===== src/rtl/nrkc_pkg.sv =====
`timescale 1ns / 1ps
`default_nettype none
// ----------------------------------------------------------------------------
// nrkc_pkg: shared types and constants for the near-repeat k-mer check
// Holds the field widths and the result word handed from the search
// sequencer to the top level.
// ----------------------------------------------------------------------------
package nrkc_pkg;

  // Widths of the configuration registers and of one sequence byte.
  localparam int KLEN_W = 9;
  localparam int MISM_W = 9;
  localparam int BASE_W = 8;

  // Result of one search, held by the sequencer until the top level takes it.
  typedef struct packed {
    logic valid;
    logic found;
  } nrkc_result_t;

endpackage : nrkc_pkg
`default_nettype wire


===== src/rtl/nrkc_seq_mem.sv =====
`timescale 1ns / 1ps
`default_nettype none
// ----------------------------------------------------------------------------
// nrkc_seq_mem: sequence byte store
// One write port used while loading and two registered read ports used by
// the search to fetch the two compared windows in the same cycle.
// ----------------------------------------------------------------------------
module nrkc_seq_mem #(
  parameter int MAX_LEN = 256
) (
  input  wire logic                          clk,
  input  wire logic                          wr_en,
  input  wire logic [$clog2(MAX_LEN)-1:0]    wr_addr,
  input  wire logic [nrkc_pkg::BASE_W-1:0]   wr_data,
  input  wire logic [$clog2(MAX_LEN)-1:0]    rd_addr_a,
  input  wire logic [$clog2(MAX_LEN)-1:0]    rd_addr_b,
  output      logic [nrkc_pkg::BASE_W-1:0]   rd_data_a,
  output      logic [nrkc_pkg::BASE_W-1:0]   rd_data_b
);
  import nrkc_pkg::*;

  logic [BASE_W-1:0] mem [MAX_LEN];

  // Write port.
  always_ff @(posedge clk) begin
    if (wr_en) begin
      mem[wr_addr] <= wr_data;
    end
  end

  // Two registered read ports.
  always_ff @(posedge clk) begin
    rd_data_a <= mem[rd_addr_a];
    rd_data_b <= mem[rd_addr_b];
  end

endmodule : nrkc_seq_mem
`default_nettype wire


===== src/rtl/nrkc_search.sv =====
`timescale 1ns / 1ps
`default_nettype none
// ----------------------------------------------------------------------------
// nrkc_search: window pair search sequencer
// Walks every pair of non-overlapping windows one byte position at a time,
// using a single byte comparator and mismatch counter, and stops at the
// first pair within the mismatch limit.
// ----------------------------------------------------------------------------
module nrkc_search #(
  parameter int MAX_LEN = 256
) (
  input  wire logic                              clk,
  input  wire logic                              rst,
  input  wire logic                              start,
  input  wire logic [$clog2(MAX_LEN+1)-1:0]      seq_len,
  input  wire logic [nrkc_pkg::KLEN_W-1:0]       kmer_len,
  input  wire logic [nrkc_pkg::MISM_W-1:0]       mism_limit,
  input  wire logic                              take,
  output      logic [$clog2(MAX_LEN)-1:0]        rd_addr_a,
  output      logic [$clog2(MAX_LEN)-1:0]        rd_addr_b,
  input  wire logic [nrkc_pkg::BASE_W-1:0]       rd_data_a,
  input  wire logic [nrkc_pkg::BASE_W-1:0]       rd_data_b,
  output      nrkc_pkg::nrkc_result_t            result
);
  import nrkc_pkg::*;

  localparam int AW = $clog2(MAX_LEN);
  localparam int CW = $clog2(MAX_LEN + 1);
  // Position width: holds a window start plus one window length.
  localparam int PW = ((CW > KLEN_W) ? CW : KLEN_W) + 1;
  localparam int DW = MISM_W + 1;

  typedef enum logic [3:0] {
    S_IDLE = 4'b0001,
    S_READ = 4'b0010,
    S_CMP  = 4'b0100,
    S_DONE = 4'b1000
  } state_t;

  state_t            state, state_next;
  logic [PW-1:0]     a, a_next;
  logic [PW-1:0]     b, b_next;
  logic [PW-1:0]     starts, starts_next;
  logic [KLEN_W-1:0] i, i_next;
  logic [DW-1:0]     diff, diff_next;
  logic              found, found_next;

  logic [PW-1:0]     len_ext;
  logic [PW-1:0]     k_ext;
  logic [PW-1:0]     starts_calc;
  logic [PW-1:0]     pos_a;
  logic [PW-1:0]     pos_b;
  logic [PW-1:0]     b_inc;
  logic [PW-1:0]     a_inc;
  logic [PW-1:0]     a_inc_b;
  logic [DW-1:0]     diff_new;
  logic              too_many;
  logic              last_pos;

  assign len_ext     = PW'(seq_len);
  assign k_ext       = PW'(kmer_len);
  assign starts_calc = len_ext - k_ext + PW'(1);

  // Byte addresses of the current position in both windows.
  assign pos_a     = a + PW'(i);
  assign pos_b     = b + PW'(i);
  assign rd_addr_a = pos_a[AW-1:0];
  assign rd_addr_b = pos_b[AW-1:0];

  // Shared compare and count unit.
  assign diff_new = diff + DW'(rd_data_a != rd_data_b);
  assign too_many = diff_new > DW'(mism_limit);
  assign last_pos = (DW'(i) + DW'(1)) == DW'(kmer_len);

  assign b_inc   = b + PW'(1);
  assign a_inc   = a + PW'(1);
  assign a_inc_b = a_inc + k_ext;

  assign result.valid = (state == S_DONE);
  assign result.found = found;

  // Sequencer next state.
  always_comb begin
    state_next  = state;
    a_next      = a;
    b_next      = b;
    starts_next = starts;
    i_next      = i;
    diff_next   = diff;
    found_next  = found;
    case (state)
      S_IDLE: begin
        if (start) begin
          a_next      = '0;
          b_next      = k_ext;
          i_next      = '0;
          diff_next   = '0;
          found_next  = 1'b0;
          starts_next = starts_calc;
          // No pair fits: empty window, short sequence or too few starts.
          if (kmer_len == '0 || len_ext < k_ext || k_ext >= starts_calc) begin
            state_next = S_DONE;
          end else begin
            state_next = S_READ;
          end
        end
      end
      S_READ: begin
        state_next = S_CMP;
      end
      S_CMP: begin
        if (!too_many && last_pos) begin
          found_next = 1'b1;
          state_next = S_DONE;
        end else if (!too_many) begin
          i_next     = i + KLEN_W'(1);
          diff_next  = diff_new;
          state_next = S_READ;
        end else if (b_inc < starts) begin
          b_next     = b_inc;
          i_next     = '0;
          diff_next  = '0;
          state_next = S_READ;
        end else if (a_inc_b < starts) begin
          a_next     = a_inc;
          b_next     = a_inc_b;
          i_next     = '0;
          diff_next  = '0;
          state_next = S_READ;
        end else begin
          state_next = S_DONE;
        end
      end
      S_DONE: begin
        if (take) begin
          state_next = S_IDLE;
        end
      end
      default: begin
        state_next = S_IDLE;
      end
    endcase
  end

  // Sequencer state.
  always_ff @(posedge clk) begin
    if (rst) begin
      state <= S_IDLE;
    end else begin
      state <= state_next;
    end
  end

  // Counters and positions.
  always_ff @(posedge clk) begin
    a      <= a_next;
    b      <= b_next;
    starts <= starts_next;
    i      <= i_next;
    diff   <= diff_next;
    found  <= found_next;
  end

endmodule : nrkc_search
`default_nettype wire


===== src/rtl/near_repeat_kmer_check.sv =====
`timescale 1ns / 1ps
`default_nettype none
// ----------------------------------------------------------------------------
// near_repeat_kmer_check: near-repeat detector over a byte sequence
// Loads a sequence and reports whether two non-overlapping windows of
// length kmer_len differ in at most mism_limit positions.
// ----------------------------------------------------------------------------
// Bytes load at one word per cycle, while no search runs, into a store of
// MAX_LEN bytes; bytes past that depth are dropped and flagged as overflow.
// The word marked last starts the search, and input stalls until its result
// is placed in the output register. The search reads a byte pair from memory
// and then compares it, with a single comparator, and leaves a window pair as
// soon as its mismatch count exceeds the limit. When no window pair fits it
// ends without reading memory. With k the window length, it walks up to P
// window pairs, roughly (n - 2k + 1)^2 / 2 for n stored bytes. The result
// enters the output register as the stall ends; a stalled output register
// holds the input off longer. The first matching pair ends the search.
// ----------------------------------------------------------------------------
module near_repeat_kmer_check #(
  parameter int MAX_LEN = 256
) (
  input  wire logic                            clk,
  input  wire logic                            rst,
  // Configuration port.
  input  wire logic                            psel,
  input  wire logic                            penable,
  input  wire logic                            pwrite,
  input  wire logic [2:0]                      paddr,
  input  wire logic [31:0]                     pwdata,
  output      logic [31:0]                     prdata,
  output      logic                            pready,
  // Input channel.
  input  wire logic                            in_valid,
  output      logic                            in_stall,
  input  wire logic [nrkc_pkg::BASE_W-1:0]     base,
  input  wire logic                            last,
  // Output channel.
  output      logic                            out_valid,
  input  wire logic                            out_stall,
  output      logic                            found,
  output      logic                            overflow
);
  import nrkc_pkg::*;

  localparam int AW = $clog2(MAX_LEN);
  localparam int CW = $clog2(MAX_LEN + 1);

  localparam logic REG_KMER_LEN  = 1'b0;
  localparam logic REG_MAX_MISM  = 1'b1;
  localparam logic [KLEN_W-1:0] KMER_LEN_RESET = KLEN_W'(16);

  logic [KLEN_W-1:0] kmer_len;
  logic [MISM_W-1:0] mism_limit;
  logic [CW-1:0]     base_count;
  logic              overflow_flag;
  logic [CW-1:0]     seq_len;
  logic              seq_ovf;
  logic              busy;
  logic              start;

  logic              cfg_wr;
  logic              in_acc;
  logic              has_room;
  logic              take;
  logic [AW-1:0]     rd_addr_a;
  logic [AW-1:0]     rd_addr_b;
  logic [BASE_W-1:0] rd_data_a;
  logic [BASE_W-1:0] rd_data_b;
  nrkc_result_t      result;

  // Configuration registers.
  assign pready = 1'b1;
  assign cfg_wr = psel && penable && pwrite;

  always_ff @(posedge clk) begin
    if (rst) begin
      kmer_len   <= KMER_LEN_RESET;
      mism_limit <= '0;
    end else if (cfg_wr) begin
      case (paddr[2])
        REG_KMER_LEN: kmer_len   <= pwdata[KLEN_W-1:0];
        REG_MAX_MISM: mism_limit <= pwdata[MISM_W-1:0];
        default:      kmer_len   <= kmer_len;
      endcase
    end
  end

  always_comb begin
    case (paddr[2])
      REG_KMER_LEN: prdata = 32'(kmer_len);
      REG_MAX_MISM: prdata = 32'(mism_limit);
      default:      prdata = '0;
    endcase
  end

  // Load side: words are taken whenever no search is running.
  assign in_stall = busy;
  assign in_acc   = in_valid && !busy;
  assign has_room = base_count != CW'(MAX_LEN);

  always_ff @(posedge clk) begin
    if (rst) begin
      base_count    <= '0;
      overflow_flag <= 1'b0;
      busy          <= 1'b0;
      start         <= 1'b0;
    end else begin
      start <= in_acc && last;
      if (in_acc) begin
        if (last) begin
          base_count    <= '0;
          overflow_flag <= 1'b0;
          busy          <= 1'b1;
        end else if (has_room) begin
          base_count <= base_count + CW'(1);
        end else begin
          overflow_flag <= 1'b1;
        end
      end else if (result.valid && take) begin
        busy <= 1'b0;
      end
    end
  end

  // Length and overflow of the sequence under search.
  always_ff @(posedge clk) begin
    if (in_acc && last) begin
      seq_len <= has_room ? base_count + CW'(1) : base_count;
      seq_ovf <= overflow_flag || !has_room;
    end
  end

  nrkc_seq_mem #(
    .MAX_LEN (MAX_LEN)
  ) u_mem (
    .clk       (clk),
    .wr_en     (in_acc && has_room),
    .wr_addr   (base_count[AW-1:0]),
    .wr_data   (base),
    .rd_addr_a (rd_addr_a),
    .rd_addr_b (rd_addr_b),
    .rd_data_a (rd_data_a),
    .rd_data_b (rd_data_b)
  );

  nrkc_search #(
    .MAX_LEN (MAX_LEN)
  ) u_search (
    .clk            (clk),
    .rst            (rst),
    .start          (start),
    .seq_len        (seq_len),
    .kmer_len       (kmer_len),
    .mism_limit     (mism_limit),
    .take           (take),
    .rd_addr_a      (rd_addr_a),
    .rd_addr_b      (rd_addr_b),
    .rd_data_a      (rd_data_a),
    .rd_data_b      (rd_data_b),
    .result         (result)
  );

  // Output register: takes a result when empty or being emptied.
  assign take = !out_valid || !out_stall;

  always_ff @(posedge clk) begin
    if (rst) begin
      out_valid <= 1'b0;
    end else if (take) begin
      out_valid <= result.valid;
    end
  end

  always_ff @(posedge clk) begin
    if (take && result.valid) begin
      found    <= result.found;
      overflow <= seq_ovf;
    end
  end

endmodule : near_repeat_kmer_check
`default_nettype wire


===== config.mk =====
export PLATFORM = sky130hd
export DESIGN_NAME = near_repeat_kmer_check
export DESIGN_NICKNAME = d
export VERILOG_FILES = /design/src/rtl/nrkc_pkg.sv /design/src/rtl/nrkc_seq_mem.sv /design/src/rtl/nrkc_search.sv /design/src/rtl/near_repeat_kmer_check.sv
export SDC_FILE = /design/constraint.sdc
export NUM_CORES = 2
export LEC_CHECK = 0
export ABC_CLOCK_PERIOD_IN_PS = 4800
export BUFFER_PORTS_ARGS = -buffer_cell sky130_fd_sc_hd__buf_2
export CAP_MARGIN = 0
export CORE_ASPECT_RATIO = 0.75
export CORE_UTILIZATION = 30
export DETAILED_ROUTE_END_ITERATION = 6
export PLACE_DENSITY = 0.48
export SLEW_MARGIN = 25
export SYNTH_ARGS = -nofsm -noshare
export SYNTH_HDL_FRONTEND = slang
export SYNTH_SLANG_ARGS = --single-unit

===== constraint.sdc =====
create_clock -name clk -period 4.8 [get_ports clk]
set_clock_uncertainty 0.05 [all_clocks]
set_input_delay 0.48 -clock clk [delete_from_list [all_inputs] [get_ports clk]]
set_output_delay 0.48 -clock clk [all_outputs]
set_load 0.005 [all_outputs]

==> qor.csv <==
metric,value,unit
status,"complete, no violations",
top_reg_cell synth,edfxtp_1,
CP top delay family,multiplexers,
slowest CP cell,fa_4,
Total Routing Usage GR,19.2,%
Die Ht,510,um
vias in the first global route,57571,
max-slew violation count,0,
crit path capture type,flop,
post-layout util,35.1,%
Comb pwr share,9.8,%
I/O Buffers,38,
hold slack,30.1,ps
GR Overflow Total,0,
clock buffer depth,4,
worst-margin pin slew,1170,ps
Synth Instances,5195,
number of I/O pins,88,
Detailed Route Iter0 Violations,7058,
max frequency,227,MHz
crit path kind,reg2reg,
synthesized cell area,0.103,mm^2
switching share of total power,24.2,%
Clock Tree Root,clkbuf_16,
worst vdd ir,284,uV
drt total wl,338,mm
asr flop ratio synth,0,%
GPL Wtd Cong,0.859,
WL/cell,32.8,um
Pwr per Cell Area,359,mW/mm^2
later-pin clock latency in the skew report,920,ps
min cycle time layout,4410,ps
first-pass GRT wire length,468,mm
Setup TNS,0,ps
WP data required,5560,ps
largest net degree at the start of global routing,153,
H-tree levels,4,
"critical path fanouts, max",21,
clk sinks,2161,
Reg power frac,48.5,%
"Design Area, Final",0.120,mm^2
CTS tree,built,
period utilisation layout,91.8,%
"antenna viol nets, final",0,
Syn Area/Cell,19.8,um^2
yosys warns,0,
Detail Placement HPWL,222,mm
WP data arrival,5160,ps
core area,0.340,mm^2
DR vias/cell,5.58,
layout cell share with drive strength beyond 1,38.0,%
Clk pwr share,41.7,%
total CTS buffers,227,
Buf/Inv on CP,3,
register area share after synthesis,62.5,%
worst-path cell chain,ha_4 > fa_4 > buf_12 > buf_12 > buf_4 > mux4_2 > mux4_2 > mux2i_1 > mux2i_1 > o22ai_1 > nor3_1,
RSZ-0062 raised after global routing,no,
Die Wd,679,um
endpoints failing setup,0,
routed vias,57508,
endpoints failing hold,0,
worst stage delay on the critical path,810,ps
router iterations before antenna repair,6,
Die ar.,0.346,mm^2
reg2reg setup slack,390,ps
Tightest Hold Check Type,in2reg,
Net Sw Power,10.4,mW
internal power,32.5,mW
starting density of the core,30.3,%
Critical Path Source Type,flop,
initial antenna violation count,27,
Final nets,5784,
Area growth syn-to-layout,16.0,%
row count,185,
Yosys reg bits,2161,
Lkg Pwr,37.8,nW
clock-pin slew on the worst setup and hold paths,70,ps
Post-synth EDFFs,2110,
Yosys cell types,66,
worst rel slew slack,21.9,%
drc violations,0,
placed cell areas,0.112,mm^2
Max-cap violations,0,
Layout fillers,31680,
## power groups by stage
stage          Sequential [mW]  Clock (mW)  Combinational [mW]
6_report                  20.8        17.9                4.19
5_1_grt                   20.8        18.9                4.37
3_3_place_gp              21.2           0                4.16
2_1_floorplan             21.2           0                2.27
4_1_cts                   20.8        18.3                4.19
3_5_place_dp              21.2           0                4.17
## per-layer routing
| layer | GRT usage (%) | part of all wire (%) | routed length, um | vias to the layer above |
|---|---|---|---|---|
| met3 | 4.50 | 9.0 | 30500 | 374 |
| li1 | - | - | - | 23028 |
| met1 | 28.7 | 45 | 151000 | 31693 |
| met2 | 28.7 | 44 | 150000 | 2407 |
| met4 | 3.86 | 2.0 | 6690 | 6 |
| met5 | 0 | 0.011 | 36 | - |
## stage by stage
step | instances | setup WS [ps] | power (mW)
2_1_floorplan | 5218 | 267 | 23.5
3_3_place_gp | 9881 | 428 | 25.4
3_5_place_dp | 9881 | 392 | 25.4
4_1_cts | 10302 | 423 | 43.3
5_1_grt | 10303 | 212 | 44.0
6_report | 10307 | 394 | 42.9
## worst reg2reg max path, stage by stage, from the launching register on
cell and delay (ps):
edfxtp_1 580, ha_4 260, fa_4 810, buf_12 200, buf_12 260, buf_4 350, mux4_2 360, mux4_2 540
mux2i_1 380, mux2i_1 240, o22ai_1 240, nor3_1 70
## area by class of cell
| class | instances | area, um^2 | share of cell area (%) |
|---|---|---|---|
| antenna | 5 | 12.5 | 0.0105 |
| clock buffer | 267 | 5870 | 4.91 |
| clock inverter | 137 | 1410 | 1.18 |
| inverter | 70 | 263 | 0.220 |
| multi-input combinational | 2590 | 36600 | 30.6 |
| sequential | 2161 | 64400 | 53.9 |
| tap | 4488 | 5620 | 4.70 |
| timing repair buffer | 589 | 5380 | 4.50 |
## sequential cells by signal (all words and copies together), names as in the netlist, 4 cells and up
register	flops
u_mem.mem	2048
u_search.a	10
u_search.b	10
u_search.diff	10
u_search.starts	10
base_count	9
kmer_len	9
mism_limit	9
seq_len	9
u_search.i	9
u_mem.rd_data_a	8
u_mem.rd_data_b	8
u_search.state	4
## cell usage in the layout, fill, tap and decap left out, types with 17 or more instances in the layout
master	netlist	routed
inv_1	70	70
nand3_1	59	59
mux2i_1	71	70
xnor2_1	47	42
mux2_2	24	24
a21oi_1	49	48
a31oi_1	28	28
clkinv_1	0	43
bufinv_16	0	25
clkbuf_16	0	229
o21ai_0	64	64
buf_2	120	30
nor2_1	368	367
dlygate4sd3_1	0	17
a211oi_1	27	27
mux4_2	1249	1249
buf_4	59	460
xor2_1	31	31
edfxtp_1	2110	2110
buf_12	4	74
nand2_1	213	198
o22ai_1	27	27
nor3_1	26	26
conb_1	2	25
ha_1	87	85
clkbuf_1	186	38
dfxtp_1	51	51
clkinv_2	0	37
## worst paths after layout
| kind | cells after the start | endpoint | startpoint |
|---|---|---|---|
| worst max-delay path | 11 | u_mem.rd_data_b[1] | u_search.i[0] |
| worst min-delay path | 1 | u_mem.mem[46][7] | base[7] |
| worst max register to register | 11 | u_mem.rd_data_b[1] | u_search.i[0] |
| worst min register to register | 0 | found | u_search.found |
## kinds of logic (layout without fill, tap and decap cells)
family	after synthesis	count (layout)	share of synthesized area [%]
mux	1357	1357	28.6
fa+ha+maj	94	94	1.19
simple gates	766	766	3.18
other cells	2	30	0.00729
compound gates	269	269	1.67
flops	2161	2161	62.5
buf+inv	467	1063	2.23
xor+xnor	79	79	0.685
## cells in the mapped netlist, types with 4 or more instances
cell type / n / area [um^2]
buf_6: 8 / 90.1
a21oi_1: 49 / 245
a21o_1: 12 / 90.1
nor2b_1: 11 / 68.8
and2_1: 12 / 75.1
nand3_1: 59 / 295
buf_12: 4 / 80.1
o31ai_1: 6 / 45.0
nor4_1: 16 / 100
nand4_1: 11 / 68.8
ha_1: 87 / 1090
nand2b_1: 10 / 62.6
a22oi_1: 6 / 45.0
o21bai_1: 6 / 45.0
edfxtp_1: 2110 / 63400
buf_4: 59 / 443
buf_2: 120 / 601
buf_1: 16 / 60.1
nor3_1: 26 / 130
o211ai_1: 4 / 30.0
xor2_1: 31 / 272
mux2i_1: 71 / 711
fa_1: 7 / 140
buf_8: 4 / 60.1
o21ai_0: 64 / 320
nand2_1: 213 / 800
clkbuf_1: 186 / 698
a31oi_1: 28 / 175
xnor2_1: 47 / 412
o22ai_1: 27 / 169
a211oi_1: 27 / 203
nor2_1: 368 / 1380
inv_1: 70 / 263
and3_1: 15 / 93.8
mux2_2: 24 / 270
mux4_2: 1249 / 28100
or3_1: 7 / 43.8
o21a_1: 5 / 37.5
mux4_1: 13 / 342
dfxtp_1: 51 / 1020
o31a_1: 16 / 140
## timing repair
item / 4_1_cts / 5_1_grt
buffers inserted: 0 / 0
hold buffers: 17 / 0
gates resized for setup: 0 / 0
endpoints found under the hold margin: 83 / 0
Note: power is estimated with default switching activity, not from simulation.
